### src/hw/rtl/ia32_pkg.sv
package ia32_pkg;

  localparam int unsigned DataWidth = 32;
  localparam int unsigned CountWidth = 6;
  localparam int unsigned QueueDepth = 2;

  typedef enum logic [2:0] {
    CMD_NEG = 3'd0,
    CMD_ADD = 3'd1,
    CMD_SUB = 3'd2,
    CMD_MUL = 3'd3,
    CMD_DIV = 3'd4,
    CMD_POW = 3'd5,
    CMD_MOD = 3'd6,
    CMD_REM = 3'd7
  } cmd_t;

  // Work class decided by the front end.
  typedef enum logic [1:0] {
    CLS_DONE = 2'd0,
    CLS_MUL  = 2'd1,
    CLS_POW  = 2'd2,
    CLS_DIV  = 2'd3
  } cls_t;

  typedef struct packed {
    cls_t cls;
    cmd_t cmd;
    logic [DataWidth-1:0] a;
    logic [DataWidth-1:0] b;
    logic dz;
  } task_t;

  typedef enum logic [2:0] {
    ST_IDLE,
    ST_MUL,
    ST_POW,
    ST_DIV,
    ST_FIX,
    ST_OUT
  } state_t;

endpackage

### src/hw/rtl/ia32_front.sv
module ia32_front (
  input  logic clk,
  input  logic rst,
  input  logic valid,
  output logic ready,
  input  logic [2:0] command,
  input  logic signed [31:0] operand_a,
  input  logic signed [31:0] operand_b,
  output logic q_valid,
  input  logic q_ready,
  output ia32_pkg::task_t q_word
);

  ia32_pkg::task_t word;
  ia32_pkg::task_t mem [ia32_pkg::QueueDepth];
  logic wr_ptr;
  logic rd_ptr;
  logic [1:0] count;
  logic push;
  logic pop;

  // Simple operations are finished here; the rest carry their operands on.
  always_comb begin
    word.cmd = ia32_pkg::cmd_t'(command);
    word.a = operand_a;
    word.b = operand_b;
    word.dz = 1'b0;
    word.cls = ia32_pkg::CLS_DONE;
    unique case (ia32_pkg::cmd_t'(command))
      ia32_pkg::CMD_NEG: word.a = 32'd0 - operand_a;
      ia32_pkg::CMD_ADD: word.a = operand_a + operand_b;
      ia32_pkg::CMD_SUB: word.a = operand_a - operand_b;
      ia32_pkg::CMD_MUL: word.cls = ia32_pkg::CLS_MUL;
      ia32_pkg::CMD_POW: begin
        if (operand_b[31]) begin
          if (operand_a == 32'd1) word.a = 32'd1;
          else if (operand_a == 32'hFFFF_FFFF)
            word.a = operand_b[0] ? 32'hFFFF_FFFF : 32'd1;
          else word.a = 32'd0;
        end else begin
          word.cls = ia32_pkg::CLS_POW;
        end
      end
      ia32_pkg::CMD_DIV: begin
        if (operand_b == 32'd0) begin
          word.dz = 1'b1;
          word.a = 32'd0;
        end else begin
          word.cls = ia32_pkg::CLS_DIV;
        end
      end
      ia32_pkg::CMD_MOD, ia32_pkg::CMD_REM: begin
        if (operand_a == 32'd0) begin
          word.dz = 1'b1;
          word.a = 32'd0;
        end else begin
          word.cls = ia32_pkg::CLS_DIV;
        end
      end
      default: word.cls = ia32_pkg::CLS_DONE;
    endcase
  end

  assign ready = (count != 2'd2);
  assign push = valid && ready;
  assign q_valid = (count != 2'd0);
  assign pop = q_valid && q_ready;
  assign q_word = mem[rd_ptr];

  always_ff @(posedge clk) begin
    if (push) mem[wr_ptr] <= word;
  end

  always_ff @(posedge clk) begin
    if (rst) begin
      wr_ptr <= 1'b0;
      rd_ptr <= 1'b0;
      count <= 2'd0;
    end else begin
      if (push) wr_ptr <= ~wr_ptr;
      if (pop) rd_ptr <= ~rd_ptr;
      count <= count + {1'b0, push} - {1'b0, pop};
    end
  end

endmodule

### src/hw/rtl/ia32_back.sv
module ia32_back (
  input  logic clk,
  input  logic rst,
  input  logic q_valid,
  output logic q_ready,
  input  ia32_pkg::task_t q_word,
  output logic out_valid,
  input  logic out_ready,
  output logic [31:0] out_result,
  output logic out_dz
);

  ia32_pkg::state_t state;
  ia32_pkg::state_t state_next;
  ia32_pkg::cmd_t cmd;
  logic [31:0] a;
  logic [31:0] b;
  logic [31:0] acc;
  logic [31:0] rem;
  logic [31:0] quo;
  logic [31:0] dvs;
  logic [ia32_pkg::CountWidth-1:0] cnt;
  logic dz;
  logic neg_q;
  logic neg_r;
  logic [32:0] trial;
  logic [31:0] mag_a;
  logic [31:0] mag_b;
  logic [31:0] mul_x;
  logic [31:0] mul_y;
  logic [31:0] prod;
  logic [31:0] rfix;

  assign mag_a = q_word.a[31] ? 32'd0 - q_word.a : q_word.a;
  assign mag_b = q_word.b[31] ? 32'd0 - q_word.b : q_word.b;
  assign trial = {rem, quo[31]} - {1'b0, dvs};

  always_comb begin
    state_next = state;
    unique case (state)
      ia32_pkg::ST_IDLE: begin
        if (q_valid) begin
          unique case (q_word.cls)
            ia32_pkg::CLS_MUL: state_next = ia32_pkg::ST_MUL;
            ia32_pkg::CLS_POW: state_next = ia32_pkg::ST_POW;
            ia32_pkg::CLS_DIV: state_next = ia32_pkg::ST_DIV;
            default: state_next = ia32_pkg::ST_OUT;
          endcase
        end
      end
      ia32_pkg::ST_MUL: state_next = ia32_pkg::ST_OUT;
      ia32_pkg::ST_POW: if (cnt[0] && b == 32'd0) state_next = ia32_pkg::ST_OUT;
      ia32_pkg::ST_DIV: if (cnt == 6'd31) state_next = ia32_pkg::ST_FIX;
      ia32_pkg::ST_FIX: state_next = ia32_pkg::ST_OUT;
      ia32_pkg::ST_OUT: if (out_ready) state_next = ia32_pkg::ST_IDLE;
      default: state_next = ia32_pkg::ST_IDLE;
    endcase
  end

  always_comb begin
    q_ready = (state == ia32_pkg::ST_IDLE);
    out_valid = (state == ia32_pkg::ST_OUT);
  end

  // One shared multiplier; power alternates the accumulate and square steps.
  assign mul_x = (state == ia32_pkg::ST_POW && !cnt[0]) ? acc : a;
  assign mul_y = (state == ia32_pkg::ST_MUL) ? b : a;
  assign prod = mul_x * mul_y;

  always_comb begin
    rfix = neg_r ? 32'd0 - rem : rem;
    if (cmd == ia32_pkg::CMD_MOD && rfix != 32'd0 && (rfix[31] ^ a[31]))
      rfix = rfix + a;
  end

  always_ff @(posedge clk) begin
    if (rst) state <= ia32_pkg::ST_IDLE;
    else state <= state_next;
  end

  always_ff @(posedge clk) begin
    unique case (state)
      ia32_pkg::ST_IDLE: begin
        cmd <= q_word.cmd;
        a <= q_word.a;
        b <= q_word.b;
        dz <= q_word.dz;
        acc <= 32'd1;
        cnt <= 6'd0;
        rem <= 32'd0;
        out_result <= q_word.a;
        out_dz <= q_word.dz;
        if (q_word.cmd == ia32_pkg::CMD_DIV) begin
          quo <= mag_a;
          dvs <= mag_b;
          neg_q <= q_word.a[31] ^ q_word.b[31];
          neg_r <= 1'b0;
        end else begin
          quo <= mag_b;
          dvs <= mag_a;
          neg_q <= 1'b0;
          neg_r <= q_word.b[31];
        end
      end
      ia32_pkg::ST_MUL: out_result <= prod;
      ia32_pkg::ST_POW: begin
        cnt <= {5'd0, ~cnt[0]};
        if (!cnt[0]) begin
          if (b[0]) acc <= prod;
          if (b[31:1] == 31'd0) out_result <= b[0] ? prod : acc;
        end else begin
          a <= prod;
          b <= {1'b0, b[31:1]};
          if (b == 32'd0) out_result <= acc;
        end
      end
      ia32_pkg::ST_DIV: begin
        cnt <= cnt + 6'd1;
        if (!trial[32]) begin
          rem <= trial[31:0];
          quo <= {quo[30:0], 1'b1};
        end else begin
          rem <= {rem[30:0], quo[31]};
          quo <= {quo[30:0], 1'b0};
        end
      end
      ia32_pkg::ST_FIX: begin
        out_dz <= dz;
        if (cmd == ia32_pkg::CMD_DIV) out_result <= neg_q ? 32'd0 - quo : quo;
        else out_result <= rfix;
      end
      default: ;
    endcase
  end

endmodule

### src/hw/rtl/int32_arith_unit_pow_mod.sv
// 32-bit signed arithmetic unit: negate, add, subtract, multiply, divide, power,
// floored modulo and truncated remainder, each word giving one wrapped result.
// A front end resolves simple commands and zero divisors and queues two words;
// the back end then runs divide, modulo and remainder one radix-2 step a cycle,
// and power on the shared multiplier.
module int32_arith_unit_pow_mod (
  input  logic clk,
  input  logic rst,
  input  logic in_valid,
  output logic in_ready,
  input  logic [2:0] command,
  input  logic signed [31:0] operand_a,
  input  logic signed [31:0] operand_b,
  output logic out_valid,
  input  logic out_ready,
  output logic signed [31:0] result,
  output logic divide_by_zero
);

  logic q_valid;
  logic q_ready;
  ia32_pkg::task_t q_word;
  logic [31:0] res;

  ia32_front u_front (
    .clk(clk), .rst(rst), .valid(in_valid), .ready(in_ready),
    .command(command), .operand_a(operand_a), .operand_b(operand_b),
    .q_valid(q_valid), .q_ready(q_ready), .q_word(q_word)
  );

  ia32_back u_back (
    .clk(clk), .rst(rst), .q_valid(q_valid), .q_ready(q_ready), .q_word(q_word),
    .out_valid(out_valid), .out_ready(out_ready), .out_result(res),
    .out_dz(divide_by_zero)
  );

  assign result = res;

endmodule

### config.mk
export PLATFORM = sky130hd
export DESIGN_NAME = int32_arith_unit_pow_mod
export DESIGN_NICKNAME = d
export VERILOG_FILES = /design/src/hw/rtl/ia32_pkg.sv /design/src/hw/rtl/ia32_front.sv /design/src/hw/rtl/ia32_back.sv /design/src/hw/rtl/int32_arith_unit_pow_mod.sv
export SDC_FILE = /design/constraint.sdc
export NUM_CORES = 2
export LEC_CHECK = 0
export ABC_AREA = 1
export BUFFER_PORTS_ARGS = -buffer_cell sky130_fd_sc_hd__buf_2
export CAP_MARGIN = 20
export CORE_AREA = 2 2 389 391
export DETAILED_ROUTE_END_ITERATION = 10
export DIE_AREA = 0 0 391 393
export MAX_ROUTING_LAYER = met4
export PLACE_DENSITY = 0.53
export SLEW_MARGIN = 40
export SYNTH_ARGS = -nofsm -noshare
export SYNTH_HDL_FRONTEND = slang
export SYNTH_SLANG_ARGS = --single-unit
### constraint.sdc
create_clock -name clk -period 7.9 [get_ports clk]
set_input_delay 0.79 -clock clk [delete_from_list [all_inputs] [get_ports clk]]
set_output_delay 0.79 -clock clk [all_outputs]
set_load 0.02 [all_outputs]
# --- Yosys cells after proc, flatten, opt, wreduce, memory -nomap -nowiden ---
# Memories as Yosys holds them, arrays and structs flattened. A register that Yosys moved wholly into a read port is not among the register bits.
# Index checks and enable logic that the tools add are counted.
totals:
  reg_bits: 244
  ram_bits: 140
  input_bits: 71
  out_inout_bits: 35
  wordCells: 143
  memories: 1
classes:
  addsub: 12
  mul: 1
  eq_ne: 30
  mux: 51
  bitwise_logic: 5
  n_reduce_logical: 26
mem_list:
  columns: ["memory", "depth", "width", "read_ports", "rd_clocked_by_memory_dff", "write_ports", "line", "text"]
  rows:
  - ["u_front.mem", 2, 70, 1, 1, 1, "ia32_front.sv:15", "ia32_pkg::task_t mem [ia32_pkg::QueueDepth];"]
ops:
  columns: ["cell", "n"]
  rows:
  - ["$mux W32", 24]
  - ["$pmux W32 S2", 5]
  - ["$pmux W32 S6", 1]
  - ["$sub A1 B32 Y32 const A", 5]
  - ["$pmux W32 S4", 1]
  - ["$logic_not A32 Y1", 3]
  - ["$add A32 B32 Y32", 2]
  - ["$sub A33 B32 Y33", 1]
  - ["$eq A32 B1 Y1 const B", 1]
  - ["$eq A32 B32 Y1 const B", 1]
  - ["$mul A32 B32 Y32", 1]
  - ["$reduce_bool A32 Y1", 1]
  - ["$sub A32 B32 Y32", 1]
  - ["$logic_not A31 Y1", 1]
  - ["$eq A3 B3 Y1 const B", 9]
  - ["$pmux W6 S3", 1]
  - ["$pmux W3 S5", 1]
  - ["$eq A3 B2 Y1 const B", 4]
  - ["$mux W3", 4]
  - ["$ne A2 B1 Y1 const B", 5]
  - ["$pmux W3 S3", 1]
  - ["$pmux W2 S4", 1]
  - ["$reduce_bool A2 Y1", 4]
  - ["$mux W1", 7]
  - ["23 further kinds", 40]

# --- Logic depth before layout (Yosys ltp) ---
logic_depth:
  word_depth: 8
  mapped_depth: 44
  depth_no_buf: 42

# --- Cells and area by module ---
# From an unflattened synthesis, not the netlist that was laid out.
unflattened:
  hier_cells: 6170
  area_unflattened_um2: 46165.5
modules_own_cells:
  columns: ["mod", "n_inst", "cells_per_inst", "area_per_inst_um2", "seq_area_each_um2"]
  rows:
  - ["ia32_back", 1, 4745, 35328.9, 7176.9]
  - ["ia32_front", 1, 1425, 10836.6, 4304.1]

# --- Worst setup path before layout ---
# Ideal clock, no wire load.
synth_timing:
  path_type: "flip-flop to flip-flop"
  from: "register u_back.cnt[0] (netlist name)"
  to: "register u_back.out_result[29] (data pin)"
  setup_time_ns: 0.261
  arrival_time_ns: 7.570
  required_ns: 7.639
  setup_slack_ns: 0.068
  path_stages_with_launch: 37
  n_path_buf: 4
  period_less_slack_ns: 7.832
  path_cell_list: "edfxtp_1 > buf_2 > nor2_4 > nand2_8 > buf_8 > nand2_1 > nand2_1 > buf_4 > inv_1 > clkbuf_1 > nor2_1 > fa_1 > fa_1 > fa_1 > inv_1 > fa_1 > inv_1 > fa_1 > inv_1 > fa_1 > inv_1 > fa_1 > fa_1 > ha_1 > nand2_1 > nor2_1 > and3_1 > nand4_1 > nand3_1 > a21o_1 > a21oi_1 > o21ai_0 > xor2_1 > nand2_1 > o211ai_1 > nand2_1 > nand3b_1"
synth_between:
  elab_chain_len: 8
synth_rtl:
  columns: ["item", "line", "text"]
  rows:
  - ["start: declaration", "ia32_back.sv:22", "logic [ia32_pkg::CountWidth-1:0] cnt;"]
  - ["start signal: assignment", "ia32_back.sv:107", "cnt <= {5'd0, ~cnt[0]};"]
  - ["start signal: assignment", "ia32_back.sv:118", "cnt <= cnt + 6'd1;"]
  - ["$logic_not A1 Y1", "ia32_back.sv:66", "assign mul_x = (state == ia32_pkg::ST_POW && !cnt[0]) ? acc : a;"]
  - ["$logic_and A1 B1 Y1", "ia32_back.sv:66", null]
  - ["$mux W32", "ia32_back.sv:66", null]
  - ["$mul A32 B32 Y32", "ia32_back.sv:68", "assign prod = mul_x * mul_y;"]
  - ["$mux W32 (2 in series)", "ia32_back.sv:110", "if (b[31:1] == 31'd0) out_result <= b[0] ? prod : acc;"]
  - ["$mux W32", "ia32_back.sv:108", "if (!cnt[0]) begin"]
  - ["$pmux W32 S4 *", "ia32_back.sv:82", "unique case (state)"]
  - ["end signal: assignment", "ia32_back.sv:91", "out_result <= q_word.a;"]
  - ["end signal: assignment", "ia32_back.sv:105", "ia32_pkg::ST_MUL: out_result <= prod;"]
  - ["end signal: assignment", "ia32_back.sv:110", null]
  - ["end: declaration", "ia32_back.sv:9", "output logic [31:0] out_result,"]
# Every way passes the cells marked *; elsewhere a longest branch is shown, timed or not. The select of a mux whose other input is x is not followed.
# A chain may end at the register's enable or synchronous reset.

# --- Final worst setup path ---
layout_timing:
  from: "register u_back.state[2]"
  to: "register u_back.out_result[29] (data pin)"
layout_between:
  elab_chain_len: 8
  word_cells_on_any_way: 12
  cone_classes: "1 x mul; 3 x eq/ne; 6 x mux; 2 x reduce/logical"
layout_rtl:
  columns: ["item", "line", "text"]
  rows:
  - ["start: declaration", "ia32_back.sv:13", "ia32_pkg::state_t state;"]
  - ["start signal: assignment", "ia32_back.sv:77", "if (rst) state <= ia32_pkg::ST_IDLE;"]
  - ["start signal: assignment", "ia32_back.sv:78", "else state <= state_next;"]
  - ["$eq A3 B2 Y1", "ia32_back.sv:66, ia32_back.sv:82", null]
  - ["$logic_and A1 B1 Y1", "ia32_back.sv:66", null]
  - ["$mux W32", "ia32_back.sv:66", null]
  - ["$mul A32 B32 Y32", "ia32_back.sv:68", null]
  - ["$mux W32 (2 in series)", "ia32_back.sv:110", null]
  - ["$mux W32", "ia32_back.sv:108", null]
  - ["$pmux W32 S4 *", "ia32_back.sv:82", null]
# Marks and branches as above.

==> impl_metrics.tcl <==
set metrics [dict create \
    max_clock_freq_ghz 0.128 \
    placed_area_sq_um 50000 \
    die_x_microns 391 \
    cts_sinks 385 \
    drtPass1Iterations 8 \
    vias 41614 \
    reg2regPathDepth 32 \
    cts_buffers 46 \
    yosys_register_bits 385 \
    worstPathArrival_ns 8.19 \
    gp_congestion 0.978 \
    wl_met2_mm 82.3 \
    final_hold_viol_count 0 \
    numPortBuffers 105 \
    cp_top_family "adder cells" \
    worstSetupEndpoint "u_back.out_result[29]$_DFFE_PP_" \
    wire_per_inst_microns 22.1 \
    reg2reg_to "u_back.out_result[29]$_DFFE_PP_" \
    final_antenna_net_count 0 \
    core-area_sq_um 149000 \
    synth_edf_count 377 \
    start_util 0.299 \
    slew_viol_final 0 \
    final_nets 6897 \
    synthCells 5778 \
    grt_remaining_overflow 0 \
    layout_commonest_cell "nand2_1" \
    synth.avg_cell_area_sq_um 7.73 \
    num-fill-cells 15749 \
    startpoint_type "flop" \
    first_global_vias 40092 \
    wl_met1_mm 78.3 \
    register_area_sq_um 11500 \
    synth-main-ff-cell "edfxtp_1" \
    dieArea_sq_um 154000 \
    final.period_utilization 0.992 \
    drc_errors 0 \
    yosysSeqAreaShare 0.257 \
    yosysUniqueCellTypes 71 \
    maxUsedRoutingLayer "met4" \
    crit_required_ns 8.25 \
    hpwl_mm 150 \
    mostFrequentLayoutCells "nand2_1, inv_1, nor2_1" \
    setup_viol_count_final 0 \
    cp_num_cells 32 \
    syn-num-nets 6488 \
    cts_max_level 2 \
    skew_ns 0.0446 \
    grt_max_degree 71 \
    fp.dieH_microns 393 \
    hold_path_class "primary input to flop" \
    wl_mm 181 \
    drt_first_iter_violations 4573 \
    synth_warnings 0 \
    grt_pass1_wl_mm 263 \
    critPathCaptureType "flop" \
    synthArstFlopShare 0 \
    holdWs_ns 0.440 \
    grt_util_all_layers 0.237 \
    period_needed_ns 7.83 \
    path_class "flop to flop" \
    areaGrowthSynthToFinish_pct 19.6 \
    drive_above_1_share 0.159 \
    max_slew.worst_pin.slew_ns 1.00 \
    clk_latency_ns 0.63 \
    clock-root-buffer "clkbuf_16" \
    vias_per_cell 5.09 \
    multi_input_area_sq_um 29600 \
    fin_ws_ns 0.0670 \
    netlist_area_sq_um 44700 \
    clockBufferDepth 3 \
    cts_tree "yes" \
    antenna_found_initial 7 \
    cp-startpoint "u_back.state[2]$_SDFFE_PP0P_" \
    ctsHoldBuffers 0 \
    crit_path_top_delay_cell "fa_1" \
    cpMostUsedCell "fa_1" \
    wl_met3_mm 12.8 \
    r2r_slack_ns 0.07 \
    path_buf_inv 6 \
    layoutNonFillerInstCount 8174 \
    max-cap-violations 0 \
    r2r-start "u_back.state[2]$_SDFFE_PP0P_" \
    status "completed" \
    design_area_sq_um 53400 \
    dp.cells 8027 \
    dp_slack_ns -0.105 \
    rsz0062_at_grt "yes" \
    io_pins 106 \
    cp_max_fo 8 \
    slew_headroom 0.325 \
    path_clk_slew_ns 0.06 \
    cpPeakStageDelay_ns 0.56 \
    rows 142 \
]
-- synthesized netlist by cell type, types with 20 or more instances --
master	instances	area, sq um
xnor2_1	56	490
o21ai_1	45	225
ha_1	228	2850
nand4_1	55	344
mux2i_1	21	210
nand3b_1	20	150
nor2_1	676	2540
o21ai_2	35	307
o21ai_0	386	1930
clkbuf_1	131	492
a31oi_1	26	163
nor3_1	71	355
or2_2	56	350
a21oi_1	310	1550
nand2_1	1201	4510
o22ai_1	20	125
inv_1	951	3570
nor4_1	26	163
fa_1	411	8230
buf_2	24	120
nand3_1	219	1100
o211ai_1	33	248
edfxtp_1	377	11300
xor2_1	132	1160
-- area by class of cell --
class	instances	share of cell area
clock buffer	54	0.0221
inverter	977	0.0693
tap	1944	0.0455
clock inverter	31	0.00867
timing repair buffer	548	0.0845
multi-input combinational	4229	0.554
antenna	6	0.000281
sequential	385	0.215
-- timing repair --
| action | CTS | global route |
|---|---|---|
| gates cloned | 0 | 5 |
| endpoints found under the setup margin | 20 | 44 |
| gates resized for setup | 27 | 291 |
| buffers inserted | 6 | 50 |
| pin swaps | 7 | 122 |
-- logic make-up after synthesis --
| group | after synthesis | synth area share |
|---|---|---|
| buf+inv | 1166 | 0.103 |
| compound gates | 992 | 0.127 |
| fa+ha+maj | 639 | 0.248 |
| flops | 385 | 0.257 |
| xor+xnor | 188 | 0.0369 |
| simple gates | 2387 | 0.223 |
| mux | 21 | 0.00471 |
-- routing by layer --
metal | track usage | up-vias
met4 | 0.0774 | 0
met2 | 0.377 | 1645
met3 | 0.0296 | 301
li1 | - | 19484
met1 | 0.315 | 20184
met5 | - | -
-- sequential cells by signal (all words and copies together), names as in the netlist, 2 cells and up, named ones only --
| signal | flops |
|---|---|
| u_back.a | 32 |
| u_back.acc | 32 |
| u_back.b | 32 |
| u_back.cmd | 3 |
| u_back.cnt | 6 |
| u_back.dvs | 32 |
| u_back.out_result | 32 |
| u_back.quo | 32 |
| u_back.rem | 32 |
| u_back.state | 3 |
| u_front.count | 2 |
| u_front.mem | 140 |
-- how the worst min path moves through the flow --
| stage | startpoint | end | slack, ns | cells after the start |
|---|---|---|---|---|
| 6_report | operand_b[5] | u_front.mem[1][6]$_DFFE_PP_ | 0.44 | 1 |
| 5_1_grt | operand_b[25] | u_front.mem[0][26]$_DFFE_PP_ | 0.41 | 1 |
| 4_1_cts | operand_b[25] | u_front.mem[0][26]$_DFFE_PP_ | 0.40 | 1 |
| 3_5_place_dp | u_front.rd_ptr$_SDFFE_PP0P_ | flop | 0.45 | 1 |
| 3_3_place_gp | u_front.rd_ptr$_SDFFE_PP0P_ | u_front.rd_ptr$_SDFFE_PP0P_ | 0.44 | 1 |
| 2_1_floorplan | u_front.rd_ptr$_SDFFE_PP0P_ | flop | 0.43 | 1 |
-- metrics by stage --
step,TNS (ns),utilization
global placement,-0.0889,0.335
global route,-1.59,0.358
finish,0,0.358
floorplan,0,-
CTS,-0.000248,0.347
detailed placement,-0.400,0.335
Power is left out: the tool's default activity adds up to more than one toggle a clock period on the data nets, which glitch-free logic cannot reach.
